`src/rtl/ordered_list_insert_delete_unit_assert.svh`:
```
// Assertion macros for the ordered list unit
`ifndef ORDERED_LIST_INSERT_DELETE_UNIT_ASSERT_SVH
`define ORDERED_LIST_INSERT_DELETE_UNIT_ASSERT_SVH

// same-cycle implication, sampled on clk, off during rst
`define OLID_ASSERT_IMP(lbl, ante, cons, msg) \
  lbl: assert property (@(posedge clk) disable iff (rst) (ante) |-> (cons)) else $error(msg);

// next-cycle implication, sampled on clk, off during rst
`define OLID_ASSERT_NXT(lbl, ante, cons, msg) \
  lbl: assert property (@(posedge clk) disable iff (rst) (ante) |=> (cons)) else $error(msg);

`endif

```
`src/rtl/olid_pkg.sv`:
```
// Shared types and constants for the ordered list unit
package olid_pkg;

  localparam int VAL_W          = 32;
  localparam int OP_W           = 3;
  localparam int POS_W          = 6;
  localparam int ST_W           = 2;
  localparam int TOT_W          = 5;
  localparam int LIST_DEPTH_DEF = 16;

  typedef enum logic [OP_W-1:0] {
    OP_INS_FRONT = 3'd0,
    OP_INS_END   = 3'd1,
    OP_INS_AT    = 3'd2,
    OP_DEL_FIRST = 3'd3,
    OP_DEL_END   = 3'd4,
    OP_DEL_AT    = 3'd5,
    OP_DUMP      = 3'd6
  } op_t;

  typedef enum logic [ST_W-1:0] {
    ST_OK    = 2'd0,
    ST_OOB   = 2'd1,
    ST_FULL  = 2'd2,
    ST_EMPTY = 2'd3
  } status_t;

  typedef enum logic [1:0] {
    CELL_HOLD,
    CELL_INSERT,
    CELL_DELETE,
    CELL_ROTATE
  } cell_op_t;

  typedef struct packed {
    cell_op_t         op;
    logic [POS_W-1:0] pos;
    logic [POS_W-1:0] tail;
  } cell_ctl_t;

endpackage

```
`src/rtl/olid_in_if.sv`:
```
// Input channel: one list command per beat
interface olid_in_if;
  logic                                valid;
  logic                                ready;
  logic [olid_pkg::OP_W-1:0]           opcode;
  logic signed [olid_pkg::VAL_W-1:0]   new_value;
  logic [olid_pkg::POS_W-1:0]          position;

  modport source (output valid, opcode, new_value, position, input ready);
  modport sink (input valid, opcode, new_value, position, output ready);
endinterface

```
`src/rtl/olid_out_if.sv`:
```
// Output channel: one result per beat
interface olid_out_if;
  logic                                valid;
  logic                                ready;
  logic signed [olid_pkg::VAL_W-1:0]   entry_value;
  logic [olid_pkg::ST_W-1:0]           status;
  logic                                last_of_run;
  logic [olid_pkg::TOT_W-1:0]          entry_total;

  modport source (output valid, entry_value, status, last_of_run, entry_total, input ready);
  modport sink (input valid, entry_value, status, last_of_run, entry_total, output ready);
endinterface

```
`src/rtl/olid_cell.sv`:
```
// One list cell: holds an entry and takes from its neighbours on shifts
module olid_cell #(
  parameter int INDEX = 0
) (
  input  logic                              clk,
  input  olid_pkg::cell_ctl_t               ctl,
  input  logic signed [olid_pkg::VAL_W-1:0] new_value,
  input  logic signed [olid_pkg::VAL_W-1:0] left_value,
  input  logic signed [olid_pkg::VAL_W-1:0] right_value,
  input  logic signed [olid_pkg::VAL_W-1:0] head_value,
  output logic signed [olid_pkg::VAL_W-1:0] value
);
  import olid_pkg::*;

  localparam logic [POS_W-1:0] IDX = POS_W'(INDEX);

  always_ff @(posedge clk) begin
    unique case (ctl.op)
      CELL_INSERT: begin
        if (IDX == ctl.pos) begin
          value <= new_value;
        end else if (IDX > ctl.pos) begin
          value <= left_value;
        end
      end
      CELL_DELETE: begin
        if (IDX >= ctl.pos) begin
          value <= right_value;
        end
      end
      CELL_ROTATE: begin
        value <= (IDX == ctl.tail) ? head_value : right_value;
      end
      default: ;
    endcase
  end
endmodule

```
`src/rtl/ordered_list_insert_delete_unit.sv`:
```
// Top level of the ordered list unit: command decode, cell chain, result register
//
// Usage:
//   item_in carries one command per beat (opcode, new_value, position).
//   result_out carries results (entry_value, status, last_of_run, entry_total).
//   An edit (insert or delete) gives one result in the cycle after its beat is
//   taken; a new command is taken in every cycle while the result register
//   is free or being drained, so edits run at one beat per cycle.
//   A dump enters the dump state, then gives one entry per cycle while not
//   stalled, as the cells rotate the list past cell 0 and back into place.
//   A dump of an empty list gives one result in the cycle after its beat, with
//   status empty.
//   The cells shift all entries in parallel, so an edit at any position
//   is done in one shift of the chain, whatever its place in the list.
//   Reset (rst, synchronous) empties the list and drops any pending result.
//   When result_out.ready is low, the pending result holds and item_in.ready
//   falls; a dump pauses its rotation until the receiver takes the beat.
module ordered_list_insert_delete_unit #(
  parameter int LIST_DEPTH = olid_pkg::LIST_DEPTH_DEF
) (
  input  logic       clk,
  input  logic       rst,
  olid_in_if.sink    item_in,
  olid_out_if.source result_out
);
  import olid_pkg::*;

  localparam int CW    = $clog2(LIST_DEPTH + 1);
  localparam int CMP_W = (CW > POS_W) ? CW : POS_W;

  typedef enum logic {
    S_IDLE,
    S_DUMP
  } state_t;

  state_t                  state;
  logic [CW-1:0]           count;
  logic [CW-1:0]           count_next;
  logic [CW-1:0]           didx;
  logic                    out_valid;
  logic signed [VAL_W-1:0] out_value;
  status_t                 out_status;
  logic                    out_last;
  logic [TOT_W-1:0]        out_total;

  logic                    fire;
  logic                    out_free;
  logic                    is_ins;
  logic                    is_del;
  logic                    is_dump;
  logic                    full;
  logic                    empty;
  logic [CMP_W-1:0]        ins_pos;
  logic [CMP_W-1:0]        del_pos;
  logic [CMP_W-1:0]        cnt_ext;
  status_t                 edit_status;
  logic                    ins_ok;
  logic                    del_ok;
  logic                    dump_last;
  cell_ctl_t               cell_ctl;
  logic signed [VAL_W-1:0] cell_q [LIST_DEPTH];

  assign out_free      = !out_valid || result_out.ready;
  assign item_in.ready = (state == S_IDLE) && out_free;
  assign fire          = item_in.valid && item_in.ready;
  assign full          = (count == CW'(LIST_DEPTH));
  assign empty         = (count == '0);
  assign cnt_ext       = CMP_W'(count);

  always_comb begin
    is_ins      = 1'b0;
    is_del      = 1'b0;
    is_dump     = 1'b0;
    ins_pos     = '0;
    del_pos     = '0;
    edit_status = ST_OK;
    unique case (item_in.opcode)
      OP_INS_FRONT: begin
        is_ins = 1'b1;
      end
      OP_INS_END: begin
        is_ins  = 1'b1;
        ins_pos = cnt_ext;
      end
      OP_INS_AT: begin
        is_ins  = 1'b1;
        ins_pos = CMP_W'(item_in.position);
      end
      OP_DEL_FIRST: begin
        is_del = 1'b1;
      end
      OP_DEL_END: begin
        is_del  = 1'b1;
        del_pos = cnt_ext - CMP_W'(1);
      end
      OP_DEL_AT: begin
        is_del  = 1'b1;
        del_pos = CMP_W'(item_in.position);
      end
      OP_DUMP: begin
        is_dump = 1'b1;
      end
      default: ;
    endcase
    priority if (is_ins) begin
      if (full) begin
        edit_status = ST_FULL;
      end else if (ins_pos > cnt_ext) begin
        edit_status = ST_OOB;
      end
    end else if (is_del) begin
      if (empty) begin
        edit_status = ST_EMPTY;
      end else if (del_pos >= cnt_ext) begin
        edit_status = ST_OOB;
      end
    end else begin
      edit_status = ST_OK;
    end
  end

  assign ins_ok    = is_ins && (edit_status == ST_OK);
  assign del_ok    = is_del && (edit_status == ST_OK);
  assign dump_last = (didx == count - CW'(1));

  always_comb begin
    count_next = count;
    if (fire && ins_ok) begin
      count_next = count + CW'(1);
    end else if (fire && del_ok) begin
      count_next = count - CW'(1);
    end
  end

  always_comb begin
    cell_ctl.op   = CELL_HOLD;
    cell_ctl.pos  = '0;
    cell_ctl.tail = POS_W'(count - CW'(1));
    priority if (fire && ins_ok) begin
      cell_ctl.op  = CELL_INSERT;
      cell_ctl.pos = POS_W'(ins_pos);
    end else if (fire && del_ok) begin
      cell_ctl.op  = CELL_DELETE;
      cell_ctl.pos = POS_W'(del_pos);
    end else if ((state == S_DUMP) && out_free) begin
      cell_ctl.op = CELL_ROTATE;
    end else begin
      cell_ctl.op = CELL_HOLD;
    end
  end

  for (genvar i = 0; i < LIST_DEPTH; i++) begin : g_cell
    logic signed [VAL_W-1:0] left_value;
    logic signed [VAL_W-1:0] right_value;
    if (i == 0) begin : g_first
      assign left_value = item_in.new_value;
    end else begin : g_inner_l
      assign left_value = cell_q[i-1];
    end
    if (i == LIST_DEPTH - 1) begin : g_last
      assign right_value = cell_q[i];
    end else begin : g_inner_r
      assign right_value = cell_q[i+1];
    end
    olid_cell #(
      .INDEX (i)
    ) u_cell (
      .clk         (clk),
      .ctl         (cell_ctl),
      .new_value   (item_in.new_value),
      .left_value  (left_value),
      .right_value (right_value),
      .head_value  (cell_q[0]),
      .value       (cell_q[i])
    );
  end

  always_ff @(posedge clk) begin
    if (rst) begin
      state     <= S_IDLE;
      count     <= '0;
      didx      <= '0;
      out_valid <= 1'b0;
    end else begin
      count <= count_next;
      if (result_out.valid && result_out.ready) begin
        out_valid <= 1'b0;
      end
      unique case (state)
        S_IDLE: begin
          if (fire) begin
            if (is_dump && !empty) begin
              state <= S_DUMP;
              didx  <= '0;
            end else begin
              out_valid  <= 1'b1;
              out_value  <= '0;
              out_status <= is_dump ? ST_EMPTY : edit_status;
              out_last   <= 1'b1;
              out_total  <= TOT_W'(count_next);
            end
          end
        end
        S_DUMP: begin
          if (out_free) begin
            out_valid  <= 1'b1;
            out_value  <= cell_q[0];
            out_status <= ST_OK;
            out_last   <= dump_last;
            out_total  <= TOT_W'(count);
            didx       <= didx + CW'(1);
            if (dump_last) begin
              state <= S_IDLE;
            end
          end
        end
        default: state <= S_IDLE;
      endcase
    end
  end

  assign result_out.valid       = out_valid;
  assign result_out.entry_value = out_value;
  assign result_out.status      = out_status;
  assign result_out.last_of_run = out_last;
  assign result_out.entry_total = out_total;

  `include "ordered_list_insert_delete_unit_assert.svh"

  `OLID_ASSERT_IMP(a_count_bound, 1'b1, count <= CW'(LIST_DEPTH), "entry count beyond depth")
  `OLID_ASSERT_NXT(a_count_hold, !fire, count == $past(count), "count moved without a beat")
  `OLID_ASSERT_IMP(a_dump_idx, state == S_DUMP, didx < count, "dump index past the list")
  `OLID_ASSERT_NXT(a_dump_end, (state == S_DUMP) && out_free && dump_last, state == S_IDLE, "dump did not end on its last entry")
  `OLID_ASSERT_IMP(a_empty_total, result_out.valid && (result_out.status == ST_EMPTY), result_out.entry_total == '0, "empty status with entries")

endmodule

```
`src/flat_wrapper.sv`:
```
// flat-port wrapper written by rule: the top's interface ports become plain ports
module ordered_list_insert_delete_unit_flat import olid_pkg::*;
#(
  parameter int LIST_DEPTH = olid_pkg::LIST_DEPTH_DEF
)
  (clk, rst, item_in_valid, item_in_opcode, item_in_new_value, item_in_position, item_in_ready, result_out_valid, result_out_entry_value, result_out_status, result_out_last_of_run, result_out_entry_total, result_out_ready);
  olid_in_if item_in_i ();
  olid_out_if result_out_i ();
  input  logic clk;
  input  logic rst;
  input wire logic [$bits(item_in_i.valid)-1:0] item_in_valid;
  input wire logic [$bits(item_in_i.opcode)-1:0] item_in_opcode;
  input wire logic [$bits(item_in_i.new_value)-1:0] item_in_new_value;
  input wire logic [$bits(item_in_i.position)-1:0] item_in_position;
  output wire logic [$bits(item_in_i.ready)-1:0] item_in_ready;
  output wire logic [$bits(result_out_i.valid)-1:0] result_out_valid;
  output wire logic [$bits(result_out_i.entry_value)-1:0] result_out_entry_value;
  output wire logic [$bits(result_out_i.status)-1:0] result_out_status;
  output wire logic [$bits(result_out_i.last_of_run)-1:0] result_out_last_of_run;
  output wire logic [$bits(result_out_i.entry_total)-1:0] result_out_entry_total;
  input wire logic [$bits(result_out_i.ready)-1:0] result_out_ready;
  assign item_in_i.valid = item_in_valid;
  assign item_in_i.opcode = item_in_opcode;
  assign item_in_i.new_value = item_in_new_value;
  assign item_in_i.position = item_in_position;
  assign item_in_ready = item_in_i.ready;
  assign result_out_valid = result_out_i.valid;
  assign result_out_entry_value = result_out_i.entry_value;
  assign result_out_status = result_out_i.status;
  assign result_out_last_of_run = result_out_i.last_of_run;
  assign result_out_entry_total = result_out_i.entry_total;
  assign result_out_i.ready = result_out_ready;
  ordered_list_insert_delete_unit #(.LIST_DEPTH(LIST_DEPTH)) u_core (.clk(clk), .rst(rst), .item_in(item_in_i), .result_out(result_out_i));
endmodule
```
`config.mk`:
```
export PLATFORM = sky130hd
export DESIGN_NAME = ordered_list_insert_delete_unit_flat
export DESIGN_NICKNAME = d
export VERILOG_FILES = /design/src/rtl/olid_pkg.sv /design/src/rtl/olid_in_if.sv /design/src/rtl/olid_out_if.sv /design/src/rtl/olid_cell.sv /design/src/rtl/ordered_list_insert_delete_unit.sv /design/src/flat_wrapper.sv
export VERILOG_INCLUDE_DIRS = /design/src /design/src/rtl
export SDC_FILE = /design/constraint.sdc
export NUM_CORES = 2
export LEC_CHECK = 0
export BUFFER_PORTS_ARGS = -buffer_cell sky130_fd_sc_hd__clkbuf_2
export CAP_MARGIN = 25
export CORE_MARGIN = 10
export CORE_UTILIZATION = 25
export CTS_CLUSTER_SIZE = 16
export DETAILED_ROUTE_END_ITERATION = 8
export MAX_ROUTING_LAYER = met4
export RECOVER_POWER = 50
export SLEW_MARGIN = 5
export SYNTH_ARGS = -nofsm -noshare
export SYNTH_HDL_FRONTEND = slang
export SYNTH_HIERARCHICAL = 1
export SYNTH_SLANG_ARGS = --single-unit
```
`constraint.sdc`:
```
create_clock -name clk -period 13.2 [get_ports clk]
set_clock_uncertainty 0.05 [all_clocks]
set_input_delay 2.64 -clock clk [delete_from_list [all_inputs] [get_ports clk]]
set_output_delay 2.64 -clock clk [all_outputs]
set_load 0.02 [all_outputs]
```
==> impl_results.md <==
* Met3 Track Usage GR at 0.0244
* Final #Nets at 3793
* Most common cell in the synthesized netlist: nand2_1
* Largest family of logic cells by synthesized area: compound AO/OA/AOI/OAI gates
* First drt pass iteration count at 8
* Critical R2R Capture: u_core/g_cell[14].u_cell/value[17]
* Core area at 0.146 mm2
* CTS tree: yes
* Final setup violation count at 0
* DRC at 0
* RSZ-0062 raised after global routing: no
* Via count at 33700
* CTS Sinks at 564
* Wire length of the first global-routing pass at 210000 um
* Syn Area/Cell at 9.60 um2
* Global route hottest layer: met2
* Rows at 140
* Yosys top cell by area: edfxtp_1
* Main area contributors after synthesis: edfxtp_1 (45%), a32oi_1 (7.7%), nand2_1 (6.6%)
* GRT Total Usage at 0.166
* Static leakage at 13.0 nW
* Status: finished with violations
* Worst setup startpoint: item_in_opcode[0]
* Fmax at 0.0999 GHz
* Worst-margin pin slew at 2.69 ns
* Post-detailed-route count of antenna-violating nets at 0
* Total negative slack at 0 ns
* Syn. warnings at 6
* Top_reg_cell synth: edfxtp_1
* Sequential element share of the synthesized area at 0.456
* Clk buf depth at 3
* PortBufs at 86
* WP data arrival at 10.25 ns
* Post-Place Worst Slack at 5.34 ns
* Vias per cell at 5.90
* CTS H-tree depth at 3
* Setup crit end: u_core/g_cell[14].u_cell/value[17]
* WS Path Type: in -> reg
* Simple-Gate Fraction of Synth Area at 0.143
* Final Util at 0.279
* Mux contribution to synthesized area at 0.0395
* Failing checks: capacitance limit, slew limit
* Post-route clock period utilization at 0.759
* Sw Pwr at 1.18 mW
* Clock Tree Root: clkbuf_16
* Hold buffer count at cts at 0
* Detailed Route WL at 140000 um
* Combinational share of power at 0.096
* Complex-gate fraction of the synthesized area at 0.272
* Met1 capacity usage during global routing at 0.222
* Initial core utilization at 0.253
* Switching share of total power at 0.267
* Synthesized-area fraction occupied by adder cells at 0.00800
* Area share of the leading cell type in the synthesized netlist at 0.449
* Wirelength per Cell at 24.6 um
* Netlist cell types at 92
* Synthesized cell area at 0.0369 mm2
* Worst-Skew Late Latency at 0.62 ns
* Slew headroom at -0.796
* Chip height at 404 um
* GPL Wtd Cong at 0.869
* PD cells at 109 mW/mm2
* Pin count of the biggest net entering global routing at 213
* PostCTS Resize Cnt at 0
* Die X at 404 um
* Post-synthesis xor/xnor area fraction at 0.00285
* Asr flop ratio synth at 0
* Synth cell count leaders: nand2_1 (652), edfxtp_1 (552), a32oi_1 (326)
* Mapped Cells at 3844
* Post-synth EDFFs at 552
* Maximum fanout along the worst path at 34
* Max VDD drop at 0.0000831 V
* Area grow syn2layout at 10.6%
* Setup crit end kind: register
* # Max-Cap Violations at 22
* HP Class: reg -> reg
* Vias in the first global route at 31800
* Fin crit period at 10.01 ns
* Pint at 3.25 mW
* Reg2Reg Setup Slack at 3.27 ns
* Starting DRT DRC Count at 4773
* Flops & latches, synth at 564
* Reg clk slew, reported paths at 0.06 ns
* Power share of the clock group at 0.428
* Total power at 4.43 mW
* Die area at 0.163 mm2
* Final Hold Vio Count at 0
* # Post-CTS Setup Buffers at 0
* Ports at 87
* Sequential power share at 0.476
* Final slew viol count at 738
* Initial antenna violation count at 4
* CP required at 13.43 ns
* Critical Path Start Type: input pin
* FF-to-FF path depth at 18
* CTS Buf Count at 71
* Global-route met2 utilization at 0.254
* Worst R2R Start: u_core/count[0]
* DP HPWL at 86000 um
* Setup ws final at 3.19 ns
* Layout cells sized above 1 at 0.0953
* Fillers at 15300
* Total grt overflow at 0
worst min-delay path by stage:
stage	from	to	cells after the start
6_report	u_core/didx[1]	u_core/didx[1]	2
5_1_grt	u_core/didx[1]	u_core/didx[1]	2
4_1_cts	u_core/didx[1]	u_core/didx[1]	2
3_5_place_dp	u_core/didx[1]	u_core/didx[1]	2
3_3_place_gp	u_core/didx[1]	u_core/didx[1]	2
2_1_floorplan	u_core/didx[1]	u_core/didx[1]	2
metal layers:
layer | wire length (um) | vias to the layer above
met5 | 0 | -
met4 | 4940 | 0
met3 | 14100 | 288
met2 | 63100 | 2251
met1 | 58300 | 16500
li1 | - | 14700
power groups by stage:
stage	Clock [mW]	Sequential, mW	Combinational, mW
after floorplan	0	2.12	0.249
after CTS	1.92	2.10	0.419
final	1.89	2.11	0.427
after global placement	0	2.14	0.409
after global routing	1.98	2.11	0.458
after detailed placement	0	2.14	0.419
cell type report:
class | instances | area, um2 | area share
tap | 1917 | 2400 | 0.0588
multi-input combinational | 2728 | 17500 | 0.428
clock inverter | 38 | 295 | 0.00724
sequential | 564 | 16800 | 0.412
antenna | 2 | 5.00 | 0.000123
inverter | 175 | 657 | 0.0161
timing repair buffer | 194 | 1310 | 0.0322
clock buffer | 90 | 1870 | 0.0458
cell usage in the layout (no fill, tap or decap), types with 72 or more instances in the layout:
cell / Yosys / layout
a32oi_1: 326 / 326
mux2i_1: 142 / 142
clkbuf_1: 260 / 84
clkbuf_16: 0 / 72
a21oi_1: 232 / 232
o21ai_0: 297 / 326
inv_1: 174 / 173
or3_1: 103 / 103
o21ai_1: 151 / 122
a31oi_1: 125 / 123
nand2_1: 652 / 651
edfxtp_1: 552 / 552
a22oi_1: 111 / 112
state kept, by name, indices dropped and copies added (netlist names):
register and count:
u_core/state 1, u_core/count 5, u_core/result_out.valid 1, u_core/result_out.status 2, u_core/result_out.last_of_run 1, u_core/result_out.entry_total 5
u_core/didx 5, u_core/g_cell.u_cell/value 512, u_core/result_out.entry_value 32
critical path, cell delays in order:
cell and delay, ns:
clkbuf_1 0.49, nor2b_1 0.41, a22oi_1 0.15, nor2_1 0.19, ha_1 0.27, a21o_1 0.18
a21oi_1 0.15, a32oi_1 0.15, nor2_1 0.55, a22o_1 0.26, clkbuf_1 1.62, and3_1 0.31
clkbuf_1 1.79, a211oi_1 0.27, maj3_1 0.44, buf_4 0.34
cell families (layout without fill, tap and decap cells):
family          count (synthesis)  after routing
simple gates                 1059           1059
mux                           145            145
fa+ha+maj                      26             26
other cells                     1             33
compound gates               1455           1455
flops                         564            564
xor+xnor                       12             12
buf+inv                       582            497
stage by stage:
step | cells | cell area (um2) | hold slack [ns]
detailed placement | 5570 | 38700 | 0.471
global route | 5707 | 40800 | 0.506
finish | 5708 | 40800 | 0.479
CTS | 5698 | 40900 | 0.482
global placement | 5562 | 38600 | 0.467
floorplan | 3874 | 37000 | 0.439
Power figures use the tool's default switching activity.
